`src/rtl/yuvrgb_pkg.sv`:
```
package yuvrgb_pkg;

	// input pixel, luma in the low byte
	typedef struct packed {
		logic [7:0] chroma_red;
		logic [7:0] chroma_blue;
		logic [7:0] luma;
	} yuv_t;

	// output pixel, red in the low byte
	typedef struct packed {
		logic [7:0] alpha;
		logic [7:0] blue;
		logic [7:0] green;
		logic [7:0] red;
	} rgba_t;

	localparam int ProdW = 18;
	localparam int OffW  = 10;
	localparam int SumW  = 11;

	localparam logic signed [8:0]       ChromaCenter = 9'sd128;
	localparam logic signed [ProdW-1:0] KRedV        = 18'sd351;
	localparam logic signed [ProdW-1:0] KGreenV      = 18'sd179;
	localparam logic signed [ProdW-1:0] KGreenU      = 18'sd86;
	localparam logic signed [ProdW-1:0] KBlueU       = 18'sd444;
	localparam logic signed [ProdW-1:0] RoundBias    = 18'sd255;
	localparam logic [7:0]              ChanMax      = 8'd255;
	localparam logic [7:0]              AlphaOpaque  = 8'd255;

	// divide by 256, truncating toward zero
	function automatic logic signed [OffW-1:0] div256_trunc(input logic signed [ProdW-1:0] v);
		logic signed [ProdW-1:0] biased;
		logic signed [ProdW-1:0] shifted;
		biased  = v[ProdW-1] ? (v + RoundBias) : v;
		shifted = biased >>> 8;
		return shifted[OffW-1:0];
	endfunction

	// saturate a signed channel sum to 0..255
	function automatic logic [7:0] clamp8(input logic signed [SumW-1:0] s);
		logic [7:0] r;
		if (s[SumW-1]) begin
			r = 8'd0;
		end else if (s > $signed({3'b000, ChanMax})) begin
			r = ChanMax;
		end else begin
			r = s[7:0];
		end
		return r;
	endfunction

endpackage

```
`src/rtl/yuvrgb_calc.sv`:
```
module yuvrgb_calc (
	input  yuvrgb_pkg::yuv_t  yuv,
	output yuvrgb_pkg::rgba_t rgba
);

	logic signed [8:0]                     uc;
	logic signed [8:0]                     vc;
	logic signed [yuvrgb_pkg::ProdW-1:0]   uc_w;
	logic signed [yuvrgb_pkg::ProdW-1:0]   vc_w;
	logic signed [yuvrgb_pkg::ProdW-1:0]   prod_rv;
	logic signed [yuvrgb_pkg::ProdW-1:0]   prod_gv;
	logic signed [yuvrgb_pkg::ProdW-1:0]   prod_gu;
	logic signed [yuvrgb_pkg::ProdW-1:0]   prod_bu;
	logic signed [yuvrgb_pkg::OffW-1:0]    off_r;
	logic signed [yuvrgb_pkg::OffW-1:0]    off_g;
	logic signed [yuvrgb_pkg::OffW-1:0]    off_b;
	logic signed [yuvrgb_pkg::SumW-1:0]    y_w;
	logic signed [yuvrgb_pkg::SumW-1:0]    sum_r;
	logic signed [yuvrgb_pkg::SumW-1:0]    sum_g;
	logic signed [yuvrgb_pkg::SumW-1:0]    sum_b;

	// center chroma around zero
	assign uc   = $signed({1'b0, yuv.chroma_blue}) - yuvrgb_pkg::ChromaCenter;
	assign vc   = $signed({1'b0, yuv.chroma_red}) - yuvrgb_pkg::ChromaCenter;
	assign uc_w = yuvrgb_pkg::ProdW'(uc);
	assign vc_w = yuvrgb_pkg::ProdW'(vc);

	// constant multiplies
	assign prod_rv = vc_w * yuvrgb_pkg::KRedV;
	assign prod_gv = vc_w * yuvrgb_pkg::KGreenV;
	assign prod_gu = uc_w * yuvrgb_pkg::KGreenU;
	assign prod_bu = uc_w * yuvrgb_pkg::KBlueU;

	// each term truncated on its own, green divides the negated V product and subtracts the U term
	assign off_r = yuvrgb_pkg::div256_trunc(prod_rv);
	assign off_g = yuvrgb_pkg::div256_trunc(-prod_gv) - yuvrgb_pkg::div256_trunc(prod_gu);
	assign off_b = yuvrgb_pkg::div256_trunc(prod_bu);

	assign y_w   = $signed({3'b000, yuv.luma});
	assign sum_r = y_w + yuvrgb_pkg::SumW'(off_r);
	assign sum_g = y_w + yuvrgb_pkg::SumW'(off_g);
	assign sum_b = y_w + yuvrgb_pkg::SumW'(off_b);

	assign rgba.red   = yuvrgb_pkg::clamp8(sum_r);
	assign rgba.green = yuvrgb_pkg::clamp8(sum_g);
	assign rgba.blue  = yuvrgb_pkg::clamp8(sum_b);
	assign rgba.alpha = yuvrgb_pkg::AlphaOpaque;

endmodule

```
`src/rtl/yuv_to_rgba_pixel_convert.sv`:
```
// yuv to rgba pixel converter, one pixel per beat
// a beat passes the input register, then the result register, to the master side
// throughput: one pixel per clock cycle while the master side takes every beat
// the input register and the result register each advance whenever the stage after is free
// reset: arst_n low clears both stage valid flags at once; payload registers are not reset
module yuv_to_rgba_pixel_convert (
	input  logic        clk,
	input  logic        arst_n,
	// slave side
	input  logic        s_tvalid,
	output logic        s_tready,
	input  logic [23:0] s_tdata,  // luma [7:0], chroma_blue [15:8], chroma_red [23:16]
	input  logic        s_tlast,  // frame_end
	// master side
	output logic        m_tvalid,
	input  logic        m_tready,
	output logic [31:0] m_tdata,  // red [7:0], green [15:8], blue [23:16], alpha [31:24]
	output logic        m_tlast   // frame_end_out
);

	// stage 1: registered input pixel
	logic              valid_s1;
	yuvrgb_pkg::yuv_t  yuv_s1;
	logic              last_s1;

	// stage 2: registered result pixel
	logic              valid_s2;
	yuvrgb_pkg::rgba_t rgba_s2;
	logic              last_s2;

	logic              adv1;
	logic              adv2;
	yuvrgb_pkg::rgba_t rgba_calc;

	// stage 2 can load when it is empty or its beat is being taken this cycle
	assign adv2 = !valid_s2 || m_tready;
	// stage 1 can load when it is empty or its pixel moves on into stage 2
	assign adv1 = !valid_s1 || adv2;

	assign s_tready = adv1;

	// conversion between the two registers
	yuvrgb_calc u_calc (
		.yuv  (yuv_s1),
		.rgba (rgba_calc)
	);

	// valid flags
	always_ff @(posedge clk or negedge arst_n) begin
		if (!arst_n) begin
			valid_s1 <= 1'b0;
			valid_s2 <= 1'b0;
		end else begin
			if (adv1) begin
				valid_s1 <= s_tvalid;
			end
			if (adv2) begin
				valid_s2 <= valid_s1;
			end
		end
	end

	// payload, loaded only on a real beat so a stalled result holds
	always_ff @(posedge clk) begin
		if (adv1 && s_tvalid) begin
			yuv_s1  <= s_tdata;
			last_s1 <= s_tlast;
		end
		if (adv2 && valid_s1) begin
			rgba_s2 <= rgba_calc;
			last_s2 <= last_s1;
		end
	end

	assign m_tvalid = valid_s2;
	assign m_tdata  = rgba_s2;
	assign m_tlast  = last_s2;

endmodule

```
`config.mk`:
```
export PLATFORM = sky130hd
export DESIGN_NAME = yuv_to_rgba_pixel_convert
export DESIGN_NICKNAME = d
export VERILOG_FILES = /design/src/rtl/yuvrgb_pkg.sv /design/src/rtl/yuvrgb_calc.sv /design/src/rtl/yuv_to_rgba_pixel_convert.sv
export SDC_FILE = /design/constraint.sdc
export NUM_CORES = 1
export LEC_CHECK = 0
export BUFFER_PORTS_ARGS = -buffer_cell sky130_fd_sc_hd__buf_2
export CAP_MARGIN = 20
export CORE_MARGIN = 3
export CORE_UTILIZATION = 58
export CTS_CLUSTER_SIZE = 40
export DETAILED_ROUTE_END_ITERATION = 6
export GPL_TIMING_DRIVEN = 0
export PLACE_DENSITY_LB_ADDON = 0.08
export SETUP_SLACK_MARGIN = 0.4
export SYNTH_ARGS = -nofsm -noshare
export SYNTH_HDL_FRONTEND = slang
export SYNTH_HIERARCHICAL = 1
export SYNTH_SLANG_ARGS = --single-unit
```
`constraint.sdc`:
```
create_clock -name clk -period 7.05 [get_ports clk]
set_input_delay 0.3525 -clock clk [delete_from_list [all_inputs] [get_ports clk]]
set_output_delay 0.3525 -clock clk [all_outputs]
set_load 0.01 [all_outputs]
```
==> metrics.csv <==
stage,metric,value,unit
floorplanning,die_area,0.02008,mm^2
yosys,synth_sequential_area_ratio,0.1678,
worst_setup_path,critPathMaxFanout,4,
finish,fin_area,0.01376,mm^2
timing,rsz0062_at_grt,true,
yosys,syn_area,0.01068,mm^2
global_route,grt_antenna_before_repair,0,
yosys,synth.avg_cell_area,9.310,um^2
yosys,synth_top_cell_area_share,0.2296,
clock_tree,cts_htree_levels,3,
worst_setup_path,critical_path_required,7.14,ns
global_route,grt_pass1_vias,8622,
yosys,yosysMostFrequentCell,inv_1,
worst_setup_path,end_kind,register,
yosys,post-synth-top-area-cell,ha_1,
worst_setup_path,critical_path_class,register to register,
placed_design,gp_congestion,0.8894,
clock_tree,clk_latency,0.35,ns
yosys,ys_warn_count,6,
timing,tightest_slew,0.8326,ns
routing,first_pass_iters,5,
finish,syn_to_final_growth,28.88,%
global_route,grt_pass1_wl,40870,um
yosys,ys_ff_latch,60,
run_status,outcome,"complete, but fails checks",
global_route,grt_usage,0.2495,
worst_setup_path,cp.arrival,7.38,ns
worst_setup_path,worst_path_most_repeated_cell,inv_2,
timing,clock.fmax,137.1,MHz
yosys,synth_edf_count,58,
worst_setup_path,setup.worst_path.start_class,register,
finish,layout-drive-gt1-share,0.3065,
routing,drt_iter0_drc,437,
global_route,overflow,0,
routing,route.detailed.drc,0,
worst_setup_path,slowest_stage,fa_1,
clock_tree,cts_buffer_depth,2,
yosys,ys_top_cells_by_area,"ha_1 (23%), fa_1 (16%), edfxtp_1 (16%)",
floorplanning,rows,48,
timing,period_minus_slack,7.293,ns
floorplanning,io_pins,64,
finish,final_net_count,1661,
timing,hold_viol_final,0,
flow_run,drv_cap,0,
clock_tree,clkTransAtPathRegs,0.06,ns
yosys,synth.distinct_cells,76,
floorplanning,start_util,0.6048,
timing,relSlewSlack,0.4449,
placed_design,pre_cts_ws,-0.7103,ns
routing,ant_nets,0,
timing,fin_ws,-0.2434,ns
timing,drv_slew,0,
yosys,syn_inst,1147,
routing,drt-wirelength-per-cell,16.83,um
timing,fin_crit_sh,1.035,
clock_tree,cts_root_buf,clkbuf_16,
placed_design,portBuffers,63,
timing,setup_violations,14,
routing,num_vias,8866,
worst_setup_path,cpPeakStageDelay,0.54,ns
global_route,grt_max_degree,34,
routing,totalWireLength,26580,um
placed_design,placed_area,0.01153,mm^2
floorplanning,die_x,141.7,um
timing,clock_skew,0.009593,ns
finish,diodes,0,
clock_tree,cts_tree,yes,
floorplanning,core_area,0.01766,mm^2
run_status,violations,negative setup slack,
clock_tree,clock-sinks,60,
hold_path,hp-class,primary input to register,
yosys,ys.flop_type,edfxtp_1,
floorplanning,die_y,141.7,um
routing,routed_via_density,5.615,
clock_tree,cts_made_buffers,9,
yosys,async_flop_share,0.03333,
yosys,ys_top_cells_by_count,"inv_1 (203), ha_1 (196), fa_1 (87)",
placed_design,dp_hpwl,18160,um
sequential cells by signal, indices dropped and copies added, names as in the netlist:
| register | flops |
|---|---|
| last_s1 | 1 |
| valid_s1 | 1 |
| m_tvalid | 1 |
| m_tdata | 32 |
| yuv_s1 | 24 |
| m_tlast | 1 |
critical path: cells and delay by family, from the launching register on:
kind | cells | cell delay (ns)
flops | 1 | 0.41
simple gates | 4 | 1.00
compound gates | 10 | 1.82
buf+inv | 8 | 0.49
mux | 1 | 0.25
fa+ha+maj | 8 | 2.84
xor+xnor | 1 | 0.21
layout by cell type, fill, tap and decap left out, drive strengths merged, types with 4 or more instances in the layout:
cell,instances
a211oi,12
a21boi,4
a21o,20
a21oi,65
a221oi,4
a31oi,5
and2,9
and3,8
buf,195
clkbuf,13
clkinv,4
clkinvlp,4
conb,8
edfxtp,58
fa,87
ha,196
inv,203
mux2i,10
nand2,48
nand2b,14
nand3,22
nand3b,8
nor2,64
nor2b,9
nor3,17
nor4,6
o211a,4
o21a,20
o21ai,31
o21bai,26
o22ai,5
o31ai,10
or2,7
or3,6
xnor2,66
xor2,35
layout make-up:
type	count	area, um^2
multi-input combinational	873	9164
clock buffer	9	225.2
buffer	16	121.4
tap	225	281.5
inverter	205	819.5
timing repair buffer	184	1285
fill	1165	3894
clock inverter	7	75.07
sequential	60	1792
layer usage:
layer | global-route usage | vias to the layer above | routed length, um
met5 | 0 | - | 0
li1 | - | 4332 | -
met3 | 0.04213 | 53 | 1236
met1 | 0.3391 | 4233 | 12000
met4 | 0.06717 | 0 | 620
met2 | 0.4144 | 248 | 12730
path summary, 6_finish.rpt:
kind,from,endpoint,slack [ns],cells past startpoint
max,yuv_s1[17],m_tdata[1],-0.24,32
min,s_tdata[9],yuv_s1[9],0.18,1
max reg2reg,yuv_s1[17],m_tdata[1],-0.24,32
min reg2reg,last_s1,m_tlast,0.43,0
max in group asynchronous,arst_n,m_tvalid,6.63,2
min in group asynchronous,arst_n,valid_s1,0.32,2
cell families after synthesis:
group	Yosys count	share of synthesized area
DFF	60	0.1678
AOI/OAI and AO/OA	236	0.1509
xor gates and xnor gates	102	0.08494
adders and majority gates	284	0.3937
other	1	0.0003512
and+or+nand+nor	232	0.1113
buffers and inverters	221	0.08061
muxes	11	0.01043
what timing repair did:
item	in CTS	in global routing
endpoints found under the setup margin	24	24
hold buffers	1	0
pin swaps	76	91
resized for setup	85	117
buffers inserted	76	44
endpoints found under the hold margin	2	0
metrics by stage:
| stage | setup TNS (ns) | hold WS (ns) | instances | util |
|---|---|---|---|---|
| after global routing | -6.666 | 0.1668 | 1579 | 0.7795 |
| final | -2.445 | 0.1771 | 1579 | 0.7795 |
| after detailed placement | -13.52 | 0.1390 | 1442 | 0.6531 |
| after floorplan | 0 | 0.05691 | 1154 | - |
| after CTS | -1.158 | 0.1672 | 1535 | 0.7293 |
| after global placement | -11.78 | 0.1375 | 1442 | 0.6530 |
Power is not shown: default switching activity piles up to over one toggle a cycle in this logic, so the estimate is an artifact.
